**src/eci_pkg.sv**
```systemverilog
// ----------------------------------------------------------------------------
// eci_pkg: shared types and constants for the easing curve interpolator
// Word layouts, curve mode codes, curve kind codes and queue sizes.
// ----------------------------------------------------------------------------
`default_nettype none

package eci_pkg;

	// number formats
	localparam int FRAC_BITS   = 16;
	localparam int VALUE_WIDTH = 32;
	localparam int POS_W       = FRAC_BITS + 1;
	localparam int HI_W        = VALUE_WIDTH + 1 - FRAC_BITS;

	localparam logic [POS_W-1:0] ONE  = {1'b1, {FRAC_BITS{1'b0}}};
	localparam logic [POS_W-1:0] HALF = {2'b01, {(FRAC_BITS-1){1'b0}}};
	localparam logic [POS_W:0]   TWO  = {1'b1, {(FRAC_BITS+1){1'b0}}};

	// power evaluation: up to seven truncating multiplies (eighth power)
	localparam int MUL_STAGES = 7;
	localparam int MULT_W     = 3;

	// curve mode codes
	localparam logic [3:0] MODE_EASE_IN      = 4'd0;
	localparam logic [3:0] MODE_EASE_OUT     = 4'd1;
	localparam logic [3:0] MODE_FLAT         = 4'd2;
	localparam logic [3:0] MODE_LINEAR       = 4'd3;
	localparam logic [3:0] MODE_SHARP_IN     = 4'd4;
	localparam logic [3:0] MODE_SHARP_OUT    = 4'd5;
	localparam logic [3:0] MODE_SHARP_SMOOTH = 4'd6;
	localparam logic [3:0] MODE_SMOOTH       = 4'd7;
	localparam logic [3:0] MODE_SOFT_IN      = 4'd8;
	localparam logic [3:0] MODE_SOFT_OUT     = 4'd9;
	localparam logic [3:0] MODE_SOFT_SMOOTH  = 4'd10;

	// how the power p of the base becomes the curve value
	localparam logic [1:0] KIND_POW      = 2'd0; // p
	localparam logic [1:0] KIND_INV      = 2'd1; // one - p
	localparam logic [1:0] KIND_HALF     = 2'd2; // p / 2
	localparam logic [1:0] KIND_HALF_INV = 2'd3; // (two - p) / 2

	// queue sizes
	localparam int FQ_DEPTH = 4;
	localparam int FQ_AW    = 2;
	localparam int FQ_CW    = 3;
	localparam int OQ_DEPTH = 16;
	localparam int OQ_AW    = 4;
	localparam int OQ_CW    = 5;

	typedef struct packed {
		logic [3:0]             mode;
		logic [POS_W-1:0]       position;
		logic [POS_W-1:0]       weight;
		logic [VALUE_WIDTH-1:0] start_value;
		logic [VALUE_WIDTH-1:0] end_value;
	} eci_in_t;

	typedef struct packed {
		logic [POS_W-1:0]       shaped_position;
		logic [VALUE_WIDTH-1:0] result_value;
	} eci_out_t;

	// classified word handed from front to back
	typedef struct packed {
		logic [1:0]             kind;
		logic [MULT_W-1:0]      mults;
		logic [POS_W-1:0]       base;
		logic [POS_W-1:0]       pos;
		logic [POS_W-1:0]       wt;
		logic [VALUE_WIDTH-1:0] x0;
		logic [VALUE_WIDTH-1:0] x1;
	} eci_item_t;

	// output queue status
	typedef struct packed {
		logic empty;
		logic full;
		logic room;
	} eci_oq_stat_t;

endpackage

`default_nettype wire

```
**src/eci_outq.sv**
```systemverilog
// ----------------------------------------------------------------------------
// eci_outq: result queue of the easing curve interpolator
// Holds finished words and counts credits for words still in flight.
// ----------------------------------------------------------------------------
`default_nettype none

module eci_outq import eci_pkg::*; (
	input  wire logic      clk,
	input  wire logic      arst_n,
	input  wire logic      issue,
	input  wire logic      wr_en,
	input  wire eci_out_t  wr_data,
	input  wire logic      pop,
	output eci_out_t       rd_data,
	output eci_oq_stat_t   stat
);

	localparam logic [OQ_CW-1:0] OQ_FULL = OQ_CW'(OQ_DEPTH);

	eci_out_t         oq_q [OQ_DEPTH];
	logic [OQ_AW-1:0] wr_ptr_q;
	logic [OQ_AW-1:0] rd_ptr_q;
	logic [OQ_CW-1:0] cnt_q;
	logic [OQ_CW-1:0] credit_q;
	logic             rd_en;

	assign stat.empty = (cnt_q == '0);
	assign stat.full  = (cnt_q == OQ_FULL);
	// a word may enter the pipeline only if its result has a slot reserved
	assign stat.room  = (credit_q < OQ_FULL);
	assign rd_en      = pop && !stat.empty;
	assign rd_data    = oq_q[rd_ptr_q];

	always_ff @(posedge clk or negedge arst_n) begin
		if (!arst_n) begin
			wr_ptr_q <= '0;
			rd_ptr_q <= '0;
			cnt_q    <= '0;
			credit_q <= '0;
		end else begin
			if (wr_en)
				wr_ptr_q <= wr_ptr_q + 1'b1;
			if (rd_en)
				rd_ptr_q <= rd_ptr_q + 1'b1;
			case ({wr_en, rd_en})
				2'b10:   cnt_q <= cnt_q + 1'b1;
				2'b01:   cnt_q <= cnt_q - 1'b1;
				default: cnt_q <= cnt_q;
			endcase
			// words issued but not yet popped
			case ({issue, rd_en})
				2'b10:   credit_q <= credit_q + 1'b1;
				2'b01:   credit_q <= credit_q - 1'b1;
				default: credit_q <= credit_q;
			endcase
		end
	end

	always_ff @(posedge clk) begin
		if (wr_en)
			oq_q[wr_ptr_q] <= wr_data;
	end

endmodule

`default_nettype wire

```
**config.mk**
```make
export PLATFORM = sky130hd
export DESIGN_NAME = eci_outq
export DESIGN_NICKNAME = d
export VERILOG_FILES = /design/src/eci_pkg.sv /design/src/eci_outq.sv
export SDC_FILE = /design/constraint.sdc
export NUM_CORES = 1
export LEC_CHECK = 0
export BUFFER_PORTS_ARGS = -buffer_cell sky130_fd_sc_hd__buf_2
export CORE_MARGIN = 3
export CORE_UTILIZATION = 65
export DETAILED_ROUTE_END_ITERATION = 10
export MAX_ROUTING_LAYER = met4
export PLACE_DENSITY = 0.83
export REMOVE_ABC_BUFFERS = 1
export SLEW_MARGIN = 15
export SYNTH_ARGS = -nofsm -noshare
export SYNTH_HDL_FRONTEND = slang
export SYNTH_SLANG_ARGS = --single-unit
```
**constraint.sdc**
```tcl
create_clock -name clk -period 12 [get_ports clk]
set_clock_uncertainty 0.15 [all_clocks]
set_input_delay 1.8 -clock clk [delete_from_list [all_inputs] [get_ports clk]]
set_output_delay 1.8 -clock clk [all_outputs]
set_load 0.05 [all_outputs]
```
; Word level (Yosys, flattened, before mapping)
; Memories as Yosys holds them, arrays and structs flattened.
; Index checks and enable logic that the tools add are counted.
[classes]
addsub = 6
n_lt_le_gt_ge = 1
n_eq_ne = 5
mux = 4
n_reduce_logical = 5
[ops]
columns = cell, n
row1 = $pmux W5 S2, 2
row2 = $add A5 B1 Y5 const B, 2
row3 = $sub A5 B1 Y5 const B, 2
row4 = $add A4 B1 Y4 const B, 2
row5 = $eq A5 B5 Y1 const B, 1
row6 = $logic_not A5 Y1, 1
row7 = $lt A5 B5 Y1 const B, 1
row8 = $eq A2 B1 Y1 const B, 2
row9 = $eq A2 B2 Y1 const B, 2
row10 = $reduce_bool A2 Y1, 2
row11 = $mux W1, 2
row12 = $logic_and A1 B1 Y1, 1
row13 = $logic_not A1 Y1, 1
[totals]
ff_bits = 18
ram_bits = 784
input_bits = 54
output_inout_bits = 52
elab_cells = 26
mem_count = 1
[memory_table]
columns = name, depth, width, rd, rd_ports_with_merged_regs, wr, line_no
row1 = oq_q, 16, 49, 1, 0, 1, eci_outq.sv:20  ; eci_out_t oq_q [OQ_DEPTH];

; Longest topological paths before layout
[depth]
depth_word = 5
mapped_depth = 11
ltp_nobuf = 9

; Worst setup path after synthesis
; No wires, ideal clock.
[synth_timing]
path_kind = input -> register
start = input wr_en
end = memory oq_q[3][0] in the netlist's numbering, enable pin
setup_time_ps = 516
arrival_ps = 5582
t_required_ps = 11334
path_slack_ps = 5752
stages = 3
n_path_buf = 1
cell_sequence = clkbuf_1 nand2_1 nor3_1
[synth_via]
elab_chain_cells = 2
[synth_lines]
columns = item, line_no
row1 = "start, declared", eci_outq.sv:11  ; input wire logic wr_en,
row2 = $mux W1, eci_outq.sv:60  ; if (wr_en)
row3 = $mux W1 (not written as such), eci_outq.sv:61  ; oq_q[wr_ptr_q] <= wr_data;
row4 = "end, declared", eci_outq.sv:20
; No other way between the ends.

==> flow_metrics.tcl <==
set metrics [dict create \
    finalPower_mw 8.708 \
    ys.flop_type "edfxtp_1" \
    overflow 0 \
    worstHoldStart "credit_q[3]" \
    synth_edf_count 784 \
    timing.fmax_ghz 0.1702 \
    timing.final.crit_share 0.4895 \
    area_growth_pct 11.26 \
    synth.avg_cell_area_um2 22.84 \
    fillers 2347 \
    drive_above_1_share 0.2940 \
    whs_endpoint "credit_q[3]" \
    relSlewSlack 0.2432 \
    coreArea_um2 45870 \
    hold_path.class "reg -> reg" \
    post-route-min-period_ps 5874 \
    fin_util 0.7412 \
    first_global_vias 15820 \
    ys_types 40 \
    critical_path.max_stage_delay_ps 1120 \
    cts_tree "yes" \
    rsz0062_at_grt "no" \
    hpwlAfterDp_um 32570 \
    ys_ff_latch 802 \
    gp_congestion 0.7222 \
    routedWlPerCell_um 34.63 \
    htreeDepth 3 \
    hold_buffers 0 \
    routed_wirelength_um 73820 \
    die-height_um 222.8 \
    arrival_ps 3920 \
    crit_buf_inv 2 \
    cts-root-buf "clkbuf_16" \
    hold-worst-slack_ps 379.2 \
    critPathKind "reg -> out" \
    worst_path_max_delay_cell "dfrtp_4" \
    initial_utilization 0.6662 \
    path_max_fanout 77 \
    grt_antenna_before_repair 6 \
    postRouteAntennaNets 0 \
    p_leak_nw 10.94 \
    viasPerCell 7.160 \
    ys_warn_count 0 \
    io_pins 106 \
    cts_buffer_depth 3 \
    clock_latency_ps 600 \
    yosysSeqAreaShare 0.7852 \
    port_buffers 105 \
    synth_common_cells "784 x edfxtp_1, 196 x mux4_2, 98 x a22oi_1" \
    yosys.area.top_type "edfxtp_1" \
    synthCells 1338 \
    final_nets 1539 \
    required_ps 10050 \
    cts_resized 0 \
    post_cts_buffers 0 \
    powerDensity_nw_per_um2 256.1 \
    synth_top_cells_by_area "edfxtp_1 77%, mux4_2 14%, a22oi_1 2.4%" \
    grt_start_max_net_pins 116 \
    clk_pin_slew_ps 60 \
    status "complete, no violations" \
    startpoint_type "flip-flop" \
    num_vias 15270 \
    drc 0 \
    setup_tns_ps 0 \
    rows 78 \
    drv_slew 0 \
    reg2reg_depth 9 \
    die_area_um2 49650 \
    drv_cap 0 \
    r2r_start "cnt_q[2]" \
    track_usage 0.3135 \
    hold_viol_final 0 \
    path_delay_family "buffers and inverters" \
    drt_pre_antenna_iters 6 \
    ir_worst_vdd_uv 205.8 \
    end_kind "output pin" \
    grt_pass1_wl_um 108300 \
    rr_endpoint "cnt_q[4]" \
    max_slew.worst_pin.slew_ps 1135 \
    drt_iter0_drc 2235 \
    setup_viol 0 \
    holdPathStages 1 \
    die_x_um 222.8 \
    cts.sinks 802 \
    cp_num_cells 5 \
    crit_chain "buf_4, mux4_2, a22oi_1, nand2_1, buf_2" \
    netlist_area_um2 30560 \
    reg2reg_setup_slack_ps 8950 \
    synth_top_area_share 0.7704 \
    synthArstFlopShare 0.02244 \
    synth.most_common_cell "edfxtp_1" \
    cts_buffers 76 \
]
## cells by family after synthesis
kind of cell,Yosys count,share of synthesized area
AO/OA/AOI/OAI,119,0.02911
XOR/XNOR,18,0.005159
adder cells (fa/ha/maj),12,0.004913
buffers and inverters,82,0.01482
flip-flops,802,0.7852
multiplexers,199,0.1457
AND/OR/NAND/NOR,106,0.01515
## cell type report
type | instances | area, um2 | share of cell area
clock buffer | 95 | 1994 | 0.05866
clock inverter | 34 | 220.2 | 0.006477
sequential | 802 | 24000 | 0.7059
antenna | 8 | 20.02 | 0.0005888
inverter | 8 | 30.03 | 0.0008832
tap | 600 | 750.7 | 0.02208
multi-input combinational | 454 | 6251 | 0.1839
timing repair buffer | 131 | 733.2 | 0.02156
## placed cells by master, fill, tap and decap left out, types with 10 or more instances in the layout
| cell type | Yosys | routed |
|---|---|---|
| a22oi_1 | 98 | 98 |
| buf_2 | 23 | 105 |
| buf_4 | 3 | 25 |
| clkbuf_1 | 33 | 18 |
| clkbuf_16 | 0 | 77 |
| clkinv_1 | 0 | 18 |
| dfrtp_1 | 18 | 16 |
| edfxtp_1 | 784 | 784 |
| ha_1 | 12 | 12 |
| mux4_2 | 196 | 196 |
| nand2_1 | 60 | 60 |
| nor2_4 | 0 | 15 |
| xor2_1 | 10 | 10 |
## per-stage QoR
step	setup slack, ps	instances	area (um2)
4_1_cts	6136	2124	33980
2_1_floorplan	1293	1264	30140
5_1_grt	5960	2130	34000
6_report	6126	2132	34000
3_5_place_dp	6850	1995	31770
3_3_place_gp	6895	1995	31770
## power breakdown
part	switching, mW	internal [mW]	total (mW)
clock	1.00	1.22	2.22
sequential	0.218	3.39	3.60
combinational	1.88	1.00	2.88
## registers in the layout, indices dropped and copies added, names as in the netlist
| register | flops |
|---|---|
| credit_q | 5 |
| wr_ptr_q | 4 |
| oq_q | 784 |
| rd_ptr_q | 4 |
| cnt_q | 5 |
## layer usage
metal	track usage	part of all wire
met1	0.4147	0.35
met2	0.4911	0.51
met3	0.06566	0.11
met4	0.1239	0.032
met5	-	0
## worst max-delay path by stage
stage,endpoint,slack (ps),start
global route,rd_data[36],5960,rd_ptr_q[0]
floorplan,rd_data[0],1290,rd_ptr_q[0]
finish,rd_data[36],6130,rd_ptr_q[1]
global placement,rd_data[20],6890,rd_ptr_q[0]
detailed placement,rd_data[41],6850,rd_ptr_q[1]
CTS,rd_data[41],6140,rd_ptr_q[1]
Note: power is estimated with default switching activity, not from simulation.
