===== src/eci_pkg.sv =====
// ----------------------------------------------------------------------------
// eci_pkg: shared types and constants for the easing curve interpolator
// Word layouts, curve mode codes, curve kind codes and queue sizes.
// ----------------------------------------------------------------------------
`default_nettype none

package eci_pkg;

	// number formats
	localparam int FRAC_BITS   = 16;
	localparam int VALUE_WIDTH = 32;
	localparam int POS_W       = FRAC_BITS + 1;
	localparam int HI_W        = VALUE_WIDTH + 1 - FRAC_BITS;

	localparam logic [POS_W-1:0] ONE  = {1'b1, {FRAC_BITS{1'b0}}};
	localparam logic [POS_W-1:0] HALF = {2'b01, {(FRAC_BITS-1){1'b0}}};
	localparam logic [POS_W:0]   TWO  = {1'b1, {(FRAC_BITS+1){1'b0}}};

	// power evaluation: up to seven truncating multiplies (eighth power)
	localparam int MUL_STAGES = 7;
	localparam int MULT_W     = 3;

	// curve mode codes
	localparam logic [3:0] MODE_EASE_IN      = 4'd0;
	localparam logic [3:0] MODE_EASE_OUT     = 4'd1;
	localparam logic [3:0] MODE_FLAT         = 4'd2;
	localparam logic [3:0] MODE_LINEAR       = 4'd3;
	localparam logic [3:0] MODE_SHARP_IN     = 4'd4;
	localparam logic [3:0] MODE_SHARP_OUT    = 4'd5;
	localparam logic [3:0] MODE_SHARP_SMOOTH = 4'd6;
	localparam logic [3:0] MODE_SMOOTH       = 4'd7;
	localparam logic [3:0] MODE_SOFT_IN      = 4'd8;
	localparam logic [3:0] MODE_SOFT_OUT     = 4'd9;
	localparam logic [3:0] MODE_SOFT_SMOOTH  = 4'd10;

	// how the power p of the base becomes the curve value
	localparam logic [1:0] KIND_POW      = 2'd0; // p
	localparam logic [1:0] KIND_INV      = 2'd1; // one - p
	localparam logic [1:0] KIND_HALF     = 2'd2; // p / 2
	localparam logic [1:0] KIND_HALF_INV = 2'd3; // (two - p) / 2

	// queue sizes
	localparam int FQ_DEPTH = 4;
	localparam int FQ_AW    = 2;
	localparam int FQ_CW    = 3;
	localparam int OQ_DEPTH = 16;
	localparam int OQ_AW    = 4;
	localparam int OQ_CW    = 5;

	typedef struct packed {
		logic [3:0]             mode;
		logic [POS_W-1:0]       position;
		logic [POS_W-1:0]       weight;
		logic [VALUE_WIDTH-1:0] start_value;
		logic [VALUE_WIDTH-1:0] end_value;
	} eci_in_t;

	typedef struct packed {
		logic [POS_W-1:0]       shaped_position;
		logic [VALUE_WIDTH-1:0] result_value;
	} eci_out_t;

	// classified word handed from front to back
	typedef struct packed {
		logic [1:0]             kind;
		logic [MULT_W-1:0]      mults;
		logic [POS_W-1:0]       base;
		logic [POS_W-1:0]       pos;
		logic [POS_W-1:0]       wt;
		logic [VALUE_WIDTH-1:0] x0;
		logic [VALUE_WIDTH-1:0] x1;
	} eci_item_t;

	// output queue status
	typedef struct packed {
		logic empty;
		logic full;
		logic room;
	} eci_oq_stat_t;

endpackage

`default_nettype wire


===== src/eci_front.sv =====
// ----------------------------------------------------------------------------
// eci_front: input stage of the easing curve interpolator
// Saturates position and weight, maps the mode to a power job and queues it.
// ----------------------------------------------------------------------------
`default_nettype none

module eci_front import eci_pkg::*; (
	input  wire logic      clk,
	input  wire logic      arst_n,
	input  wire logic      push,
	input  wire eci_in_t   item,
	output logic           full,
	output logic           head_valid,
	output eci_item_t      head,
	input  wire logic      issue
);

	logic [POS_W-1:0] t_sat;
	logic [POS_W-1:0] w_sat;
	logic [POS_W-1:0] t_inv;
	logic [1:0]       hs_kind;
	logic [POS_W-1:0] hs_base;
	eci_item_t        ent;

	eci_item_t        fq_q [FQ_DEPTH];
	logic [FQ_AW-1:0] wr_ptr_q;
	logic [FQ_AW-1:0] rd_ptr_q;
	logic [FQ_CW-1:0] cnt_q;
	logic             wr_en;

	localparam logic [FQ_CW-1:0] FQ_FULL = FQ_CW'(FQ_DEPTH);

	// saturate and classify
	always_comb begin
		t_sat = (item.position > ONE) ? ONE : item.position;
		w_sat = (item.weight > ONE) ? ONE : item.weight;
		t_inv = ONE - t_sat;
		// two-sided curves: rising half on 2t, falling half on 2 - 2t
		if (t_sat < HALF) begin
			hs_kind = KIND_HALF;
			hs_base = {t_sat[POS_W-2:0], 1'b0};
		end else begin
			hs_kind = KIND_HALF_INV;
			hs_base = {t_inv[POS_W-2:0], 1'b0};
		end
		ent.kind  = KIND_POW;
		ent.mults = '0;
		ent.base  = '0;
		ent.pos   = t_sat;
		ent.wt    = w_sat;
		ent.x0    = item.start_value;
		ent.x1    = item.end_value;
		case (item.mode)
			MODE_EASE_IN: begin
				ent.kind = KIND_INV; ent.mults = 3'd3; ent.base = t_inv;
			end
			MODE_EASE_OUT: begin
				ent.mults = 3'd3; ent.base = t_sat;
			end
			MODE_FLAT: begin
				ent.base = (t_sat == ONE) ? ONE : '0;
			end
			MODE_LINEAR: begin
				ent.base = t_sat;
			end
			MODE_SHARP_IN: begin
				ent.kind = KIND_INV; ent.mults = 3'd7; ent.base = t_inv;
			end
			MODE_SHARP_OUT: begin
				ent.mults = 3'd5; ent.base = t_sat;
			end
			MODE_SHARP_SMOOTH: begin
				ent.kind = hs_kind; ent.mults = 3'd5; ent.base = hs_base;
			end
			MODE_SMOOTH: begin
				ent.kind = hs_kind; ent.mults = 3'd3; ent.base = hs_base;
			end
			MODE_SOFT_IN: begin
				ent.kind = KIND_INV; ent.mults = 3'd1; ent.base = t_inv;
			end
			MODE_SOFT_OUT: begin
				ent.mults = 3'd1; ent.base = t_sat;
			end
			MODE_SOFT_SMOOTH: begin
				ent.kind = hs_kind; ent.mults = 3'd1; ent.base = hs_base;
			end
			default: begin
				// unknown mode: curve value zero
				ent.base = '0;
			end
		endcase
	end

	// small queue towards the back end
	assign full       = (cnt_q == FQ_FULL);
	assign head_valid = (cnt_q != '0);
	assign head       = fq_q[rd_ptr_q];
	assign wr_en      = push && !full;

	always_ff @(posedge clk or negedge arst_n) begin
		if (!arst_n) begin
			wr_ptr_q <= '0;
			rd_ptr_q <= '0;
			cnt_q    <= '0;
		end else begin
			if (wr_en)
				wr_ptr_q <= wr_ptr_q + 1'b1;
			if (issue)
				rd_ptr_q <= rd_ptr_q + 1'b1;
			case ({wr_en, issue})
				2'b10:   cnt_q <= cnt_q + 1'b1;
				2'b01:   cnt_q <= cnt_q - 1'b1;
				default: cnt_q <= cnt_q;
			endcase
		end
	end

	always_ff @(posedge clk) begin
		if (wr_en)
			fq_q[wr_ptr_q] <= ent;
	end

endmodule

`default_nettype wire


===== config.mk =====
export PLATFORM = sky130hd
export DESIGN_NAME = eci_front
export DESIGN_NICKNAME = d
export VERILOG_FILES = /design/src/eci_pkg.sv /design/src/eci_front.sv
export SDC_FILE = /design/constraint.sdc
export NUM_CORES = 1
export LEC_CHECK = 0
export BUFFER_PORTS_ARGS = -buffer_cell sky130_fd_sc_hd__buf_2
export CORE_ASPECT_RATIO = 1.5
export CORE_MARGIN = 2
export CORE_UTILIZATION = 40
export DETAILED_ROUTE_END_ITERATION = 7
export GPL_TIMING_DRIVEN = 1
export SYNTH_ARGS = -nofsm -noshare
export SYNTH_HDL_FRONTEND = slang
export SYNTH_SLANG_ARGS = --single-unit

===== constraint.sdc =====
create_clock -name clk -period 6 [get_ports clk]
set_clock_uncertainty 0.2 [all_clocks]
set_input_delay 0.9 -clock clk [delete_from_list [all_inputs] [get_ports clk]]
set_output_delay 0.9 -clock clk [all_outputs]
set_load 0.01 [all_outputs]

Word level (Yosys, flattened, before mapping):

Memories as Yosys holds them, arrays and structs flattened.
Cells that the tools add are included.
Widths: inputs -> output; s select.

* mux-type cells: 11
* $lt $le $gt $ge: 3
* equal/unequal tests: 14
* reductions and logical operators: 11
* add/subtract/negate cells: 5

Operator list (number)
* $mux 17: 4
* $pmux 17 s4: 1
* $gt 17x17->1 const B: 2
* $eq 17x17->1 const B: 1
* $lt 17x16->1 const B: 1
* $sub 17x17->17 const A: 1
* $eq 4x3->1 const B: 4
* $eq 4x4->1 const B: 3
* $pmux 3 s4: 1
* $reduce_or 3->1: 4
* $eq 4x2->1 const B: 2
* $pmux 3 s2: 1
* $add 2x1->2 const B: 2
* $eq 4x1->1 const B: 1
* $logic_not 4->1: 1
* $pmux 2 s2: 1
* $reduce_or 4->1: 1
* $add 3x1->3 const B: 1
* $eq 3x3->1 const B: 1
* $mux 1: 3
* $reduce_bool 3->1: 1
* $sub 3x1->3 const B: 1
* $eq 2x1->1 const B: 1
* $eq 2x2->1 const B: 1
* 4 further kinds: 4

* logic and storage cells: 48
* flip-flop bits (word level): 7
* memories kept: 1
* bits in writable memories: 480
* output and inout bits: 122

Memory list
* fq_q: depth 4, width 120, read ports 1, clocked after memory_dff 0, wr ports 1, RTL line eci_front.sv:25 `eci_item_t fq_q [FQ_DEPTH];`

Longest topological paths before layout:

Gate-level depths: netlist of the first run.

* word-level depth: 5
* depth in mapped cells: 11

Worst setup path after synthesis of the first run:

OpenSTA, ideal clock, no wires.

* path type: input -> register
* from: in push
* to: mem fq_q[0][0] (netlist bit), enable pin
* data required time: 5307 ps
* buffers on the path: 1
* path slack: 1274 ps
* stages on the path: 3
* data arrival time: 4033 ps
* path through: nor2b_1 clkbuf_1 and2_1

* word-level cells in the longest chain between the ends: 3

Ends and longest elaborated chain
* start: declaration: RTL line eci_front.sv:10 `input wire logic push,`
* $logic_and 1x1->1: RTL line eci_front.sv:98 `assign wr_en = push && !full;`
* $mux 1: RTL line eci_front.sv:119 `if (wr_en)`
* $mux 1 (not written as such): RTL line eci_front.sv:120 `fq_q[wr_ptr_q] <= ent;`
* end: declaration: RTL line eci_front.sv:25

Every way passes these cells.

==> flow_summary.yaml, run 1 <==
drt:
  drt-total-wl_um: 40800
  route.detailed.drc: 0
  dr.first_iter.drc_count: 524
  drt.antenna.violating_nets: 0
  wire_per_inst_um: 23.0
  dr.pass1.iters: 4
  vias: 9555
  viasPerCell: 5.37
pwr:
  p_comb_frac: 0.285
  p_sw_frac: 0.294
  clkPwrFrac: 0.271
  leakagePower_nw: 7.61
  powerDensity_mw_per_mm2: 476
  vdd_drop_max_uv: 281
  p_int_mw: 7.55
  seqPwrFrac: 0.443
  p_switching_mw: 3.15
synth:
  synth-compound-area-share: 0.0298
  yosys.area.top_type: "edfxtp_1"
  post-synth-top-count-cell: "edfxtp_1"
  yosysWarnings: 0
  yosysSeqAreaShare: 0.763
  yosys_register_bits: 487
  ys.flop_type: "edfxtp_1"
  synth.avg_cell_area_um2: 21.0
  synthXorXnorAreaFrac: 0.00688
  yosys-top-cells-count: "edfxtp_1 (480), mux4_2 (120), clkbuf_1 (40)"
  syn_inst: 908
  synth.area.top_cells: "edfxtp_1 (75%), mux4_2 (14%), dfrtp_1 (0.92%), nor2b_1 (0.92%), clkbuf_1 (0.79%)"
  synth_nets: 1023
  synth-simple-area-share: 0.0355
  synthAdderAreaFrac: 0.00629
  synth-edff-count: 480
  synthArstFlopShare: 0.0144
  synth_mux_area_frac: 0.144
  synth_top_family_by_area: "multiplexers"
  syn-cell-area_mm2: 0.0191
  synth_top_cell_area_share: 0.754
  ys_types: 65
grt:
  grt_remaining_overflow: 0
  gr-usage-met2: 0.310
  busiest_layer: "met2"
  grt_max_degree: 77
  antenna_found_initial: 3
  grt_usage: 0.166
  grt_pass1_wl_um: 61500
  met3_usage: 0.0317
  grt_use_met1: 0.184
  first_global_vias: 10200
clock_network:
  h-tree-depth: 2
  clk_path_buf_depth: 3
  clockRootBuffer: "clkbuf_16"
  holdBufCountCts: 1
  clock_sinks: 487
  numCtsBuffers: 45
  clk_latency_ps: 550
  cts_tree: "built"
  clkTransAtPathRegs_ps: 60
  cts_setup_buffers: 0
  cts_resized: 0
timing:
  maxSlewHeadroom: 0.270
  hold_violations: 0
  setup_violations: 0
  finalSetupTns_ps: 0
  maxSlewViolCount: 0
  fin_crit_sh: 0.633
  rsz0062_at_grt: "no"
  fin_crit_ps: 3800
  timing_worst_slew_pin_value_ps: 1090
  clock.fmax_ghz: 0.263
die:
  die_area_mm2: 0.0496
  num_rows: 98
  ios: 228
  initial_core_util: 0.403
  die_h_um: 272
  coreArea_mm2: 0.0475
  die_x_um: 182
setup_path:
  crit_slowest_cell: "dfrtp_4"
  crit_type: "flop to output port"
  end_kind: "output port"
  path_max_fanout: 27
  slowest_delay_ps: 800
  worstPathArrival_ps: 2700
  crit_chain: "buf_4 -> mux4_2 -> buf_2"
  critPathLaunchType: "flop"
  worstPathRequired_ps: 4900
  r2r_slack_ps: 2960
worst_hold_path:
  min_path_type: "flop to flop"
cells_and_area:
  drive_gt1_frac: 0.376
  n_antenna_cell: 0
  instances_no_fill: 1778
  n_fill_cell: 3984
  layout.nets: 1256
  area_delta_synth_final_pct: 17.6
flow_run:
  maxCapViolations: 0
placed_design:
  io_buffers: 227
  place_hpwl_um: 24800
  dp.cells: 1693
  place_congestion: 0.865
status:
  run_status: "complete, no violations"
## worst max-delay path, delay by kind of cell, from the launching register on
| kind | cells | cell delay, ps |
|---|---|---|
| multiplexers | 1 | 620 |
| buffers and inverters | 2 | 700 |
| flip-flops | 1 | 800 |
## path summary, 6_finish.rpt
check,start,end,cells after the start
setup / recovery,rd_ptr_q[0]$_DFFE_PN0P_,head[108],3
hold / removal,cnt_q[2]$_DFFE_PN0P_,cnt_q[2]$_DFFE_PN0P_,1
setup reg to reg,cnt_q[0]$_DFFE_PN0P_,fq_q[0][107]$_DFFE_PP_,5
hold reg to reg,cnt_q[2]$_DFFE_PN0P_,cnt_q[2]$_DFFE_PN0P_,1
max in group asynchronous,arst_n,rd_ptr_q[1]$_DFFE_PN0P_,2
min in group asynchronous,arst_n,rd_ptr_q[0]$_DFFE_PN0P_,2
## metrics by stage
stage	instance area, um2	util	total power [mW]	setup slack (ps)	hold WS [ps]
final	22500	0.474	10.7	2200	272
after global routing	22500	0.474	11.2	1990	308
after CTS	22500	0.474	10.9	2050	277
after detailed placement	21000	0.442	8.00	2130	267
after global placement	21000	0.442	7.95	2170	265
after floorplan	19100	-	6.72	1270	248
## cell type report
type,instances,area (um2),share of cell area
clock buffers,57,1210,0.0540
clock inverters,27,288,0.0128
inverters,14,52.6,0.00234
multi-input cells,352,4250,0.189
flip-flops and latches,487,14600,0.649
well taps,600,751,0.0334
repair buffers,241,1320,0.0587
## sequential cells by signal, summed over array words and instances (netlist names)
name,cells
fq_q,480
cnt_q,3
wr_ptr_q,2
rd_ptr_q,2
## kinds of logic after synthesis
logic type | count (synthesis)
flip-flops | 487
multiplexers | 124
AND/OR/NAND/NOR | 123
buffers and inverters | 69
adder cells (fa/ha/maj) | 9
AO/OA/AOI/OAI | 81
XOR/XNOR | 15
## power groups by stage
stage          sequential [mW]  clock [mW]  combinational (mW)
2_1_floorplan             4.72           0                2.00
3_3_place_gp              4.80           0                3.16
3_5_place_dp              4.84           0                3.17
4_1_cts                   4.76        2.99                3.17
5_1_grt                   4.81        3.10                3.30
6_report                  4.74        2.90                3.05
## routing by layer
metal | routed length (um) | vias up
li1 | - | 4244
met1 | 15200 | 4969
met5 | 37 | -
met3 | 1840 | 78
met4 | 1490 | 6
met2 | 22300 | 258
## cell usage in the layout, fill, tap and decap left out, types with 6 or more instances in the layout
| cell type | count |
|---|---|
| nand2b_1 | 7 |
| clkbuf_16 | 47 |
| clkinv_1 | 7 |
| buf_2 | 227 |
| xor2_1 | 6 |
| nor2b_1 | 28 |
| clkbuf_1 | 10 |
| mux4_2 | 120 |
| o21ai_0 | 19 |
| buf_12 | 6 |
| buf_4 | 7 |
| nor2_1 | 23 |
| nor4_1 | 9 |
| ha_1 | 8 |
| clkinv_2 | 12 |
| edfxtp_1 | 480 |
| bufinv_16 | 6 |
| a21oi_1 | 16 |
| xnor2_1 | 9 |
| inv_1 | 13 |
| nor3_1 | 9 |
| nand2_1 | 16 |
Note: power is estimated with default switching activity, not from simulation.
==> run 2: changes to the inputs <==
==> constraint.sdc (replaced) <==
create_clock -name clk -period 3.55 [get_ports clk]
set_clock_uncertainty 0.2 [all_clocks]
set_input_delay 0.5325 -clock clk [delete_from_list [all_inputs] [get_ports clk]]
set_output_delay 0.5325 -clock clk [all_outputs]
set_load 0.01 [all_outputs]
==> run 2 against run 1 <==
- routed wire length grew 2.7%
- largest cell class unchanged
- worst hold slack lost 240 ps
- sequential share of layout area shrank 2.4 points
- largest power group unchanged
- sequential cell count is the same
- global-route usage grew 0.49 points
- setup slack lost 1900 ps
- clock power grew 63%
- critical path depth is the same
- power grew 70%
- core utilization grew 1.9 points
- critical path type unchanged
- via count grew 4.1%
==> flow_summary.yaml, run 2 (same netlist as run 1, synthesis figures left out) <==
setup_path:
  crit_type: "flop to output port"
  rr_startpoint: "cnt_q[0]$_DFFE_PN0P_"
  critPathLaunchType: "flop"
  path_max_fanout: 45
  worstPathArrival_ps: 2540
  critPathLaunch: "rd_ptr_q[0]$_DFFE_PN0P_"
  end_kind: "output port"
  worstPathRequired_ps: 2820
cells_and_area:
  layout.nets: 1345
  regMostFlops: "fq_q"
  n_antenna_cell: 0
  drive_gt1_frac: 0.365
  largest_reg_flops: 480
  mostFrequentLayoutCell: "edfxtp_1"
  reg_top3: "fq_q (480), cnt_q (3)"
  area_delta_synth_final_pct: 22.2
  layout_common_cells: "edfxtp_1 (480), buf_2 (227), mux4_2 (120)"
worst_hold_path:
  min_path_type: "input pin to flop"
  hp-start: "item[27]"
die:
  ios: 228
  coreArea_mm2: 0.0475
  num_rows: 98
  die_h_um: 272
  die_x_um: 182
  die_area_mm2: 0.0496
  initial_core_util: 0.403
placed_design:
  io_buffers: 227
  post-place-ws_ps: 309
  place_congestion: 0.844
  place_hpwl_um: 26700
timing:
  clock.fmax_ghz: 0.306
  maxSlewViolCount: 0
  maxSlewHeadroom: 0.424
  finalSetupTns_ps: 0
  timing_worst_slew_pin_value_ps: 858
  hold_violations: 0
  setup_violations: 0
  fin_crit_ps: 3270
  fin_crit_sh: 0.922
  setup_ws_ps: 278
  rsz0062_at_grt: "no"
grt:
  antenna_found_initial: 1
  grt_usage: 0.171
  grt_max_degree: 58
  grt_pass1_wl_um: 63700
  first_global_vias: 10500
  grt_remaining_overflow: 0
clock_network:
  clockRootBuffer: "clkbuf_16"
  numCtsBuffers: 46
  clock_sinks: 487
  clk_latency_ps: 550
  clkTransAtPathRegs_ps: 60
  clk_path_buf_depth: 3
  h-tree-depth: 2
  cts_setup_buffers: 0
  cts_tree: "built"
drt:
  dr.pass1.iters: 5
  drt-total-wl_um: 41900
  wire_per_inst_um: 22.5
  dr.first_iter.drc_count: 523
  vias: 9949
  route.detailed.drc: 0
  viasPerCell: 5.33
  drt.antenna.violating_nets: 0
pwr:
  powerDensity_mw_per_mm2: 778
  vdd_drop_max_uv: 547
  leakagePower_nw: 8.00
status:
  run_status: "complete, no violations"
flow_run:
  maxCapViolations: 0
## run 2: cell count changes in the layout (fill, tap and decap cells not counted), moves of 2 or more
cell           before  now
clkinv_1            7   16
clkbuf_16          47   49
inv_6               2    0
buf_12              6   14
dlygate4sd3_1       1   65
buf_4               7   23
bufinv_16           6    3
clkbuf_1           10    7
clkinv_2           12    9
## run 2: worst paths after layout
check                      depth (start not counted)  slack (ps)                 endpoint
max in group asynchronous                          2        2790  rd_ptr_q[1]$_DFFE_PN0P_
setup reg to reg                                   5         960    fq_q[2][69]$_DFFE_PP_
hold / removal                                     1          30    fq_q[3][27]$_DFFE_PP_
setup / recovery                                   3         280                 head[57]
hold reg to reg                                    1         290     cnt_q[0]$_DFFE_PN0P_
min in group asynchronous                          2         190  wr_ptr_q[1]$_DFFE_PN0P_
## run 2: worst max-delay path: stages (launching register included)
cell     delay (ps)
dfrtp_4         790
buf_12          410
mux4_2          570
buf_2           160
## run 2: layout make-up
cell class	instances	area (um2)
inverter	14	52.6
multi-input combinational	352	4250
clock inverter	29	208
sequential	487	14600
tap	600	751
fill	3903	24100
clock buffer	56	1250
timing repair buffer	329	2240
## run 2: where the power goes
group,switching [mW],total [mW],internal (mW)
combinational,2.97,5.48,2.51
sequential,0.376,7.95,7.58
clock,2.01,4.73,2.72
## run 2: per-layer routing
layer  wire length [um]  global-route usage  vias up
met5                 13                   0        -
met4               1030              0.0537        2
met1              15400               0.192     5200
li1                   -                   -     4418
met3               2010              0.0315       62
met2              23500               0.325      267
## run 2: repair_timing
action                                 in CTS  in global routing
resized for setup                           0                  0
endpoints found under the hold margin     260                  0
hold buffers                               65                  0
## run 2: per-stage QoR
step	std cells	area (um2)	power [mW]	utilization	hold slack (ps)
2_1_floorplan	908	19100	11.3	-	36.9
3_3_place_gp	1717	21200	13.7	0.448	174
3_5_place_dp	1717	21200	13.7	0.448	177
4_1_cts	1867	23400	18.6	0.492	0.606
5_1_grt	1867	23400	19.1	0.492	9.36
6_report	1867	23400	18.2	0.492	31.2
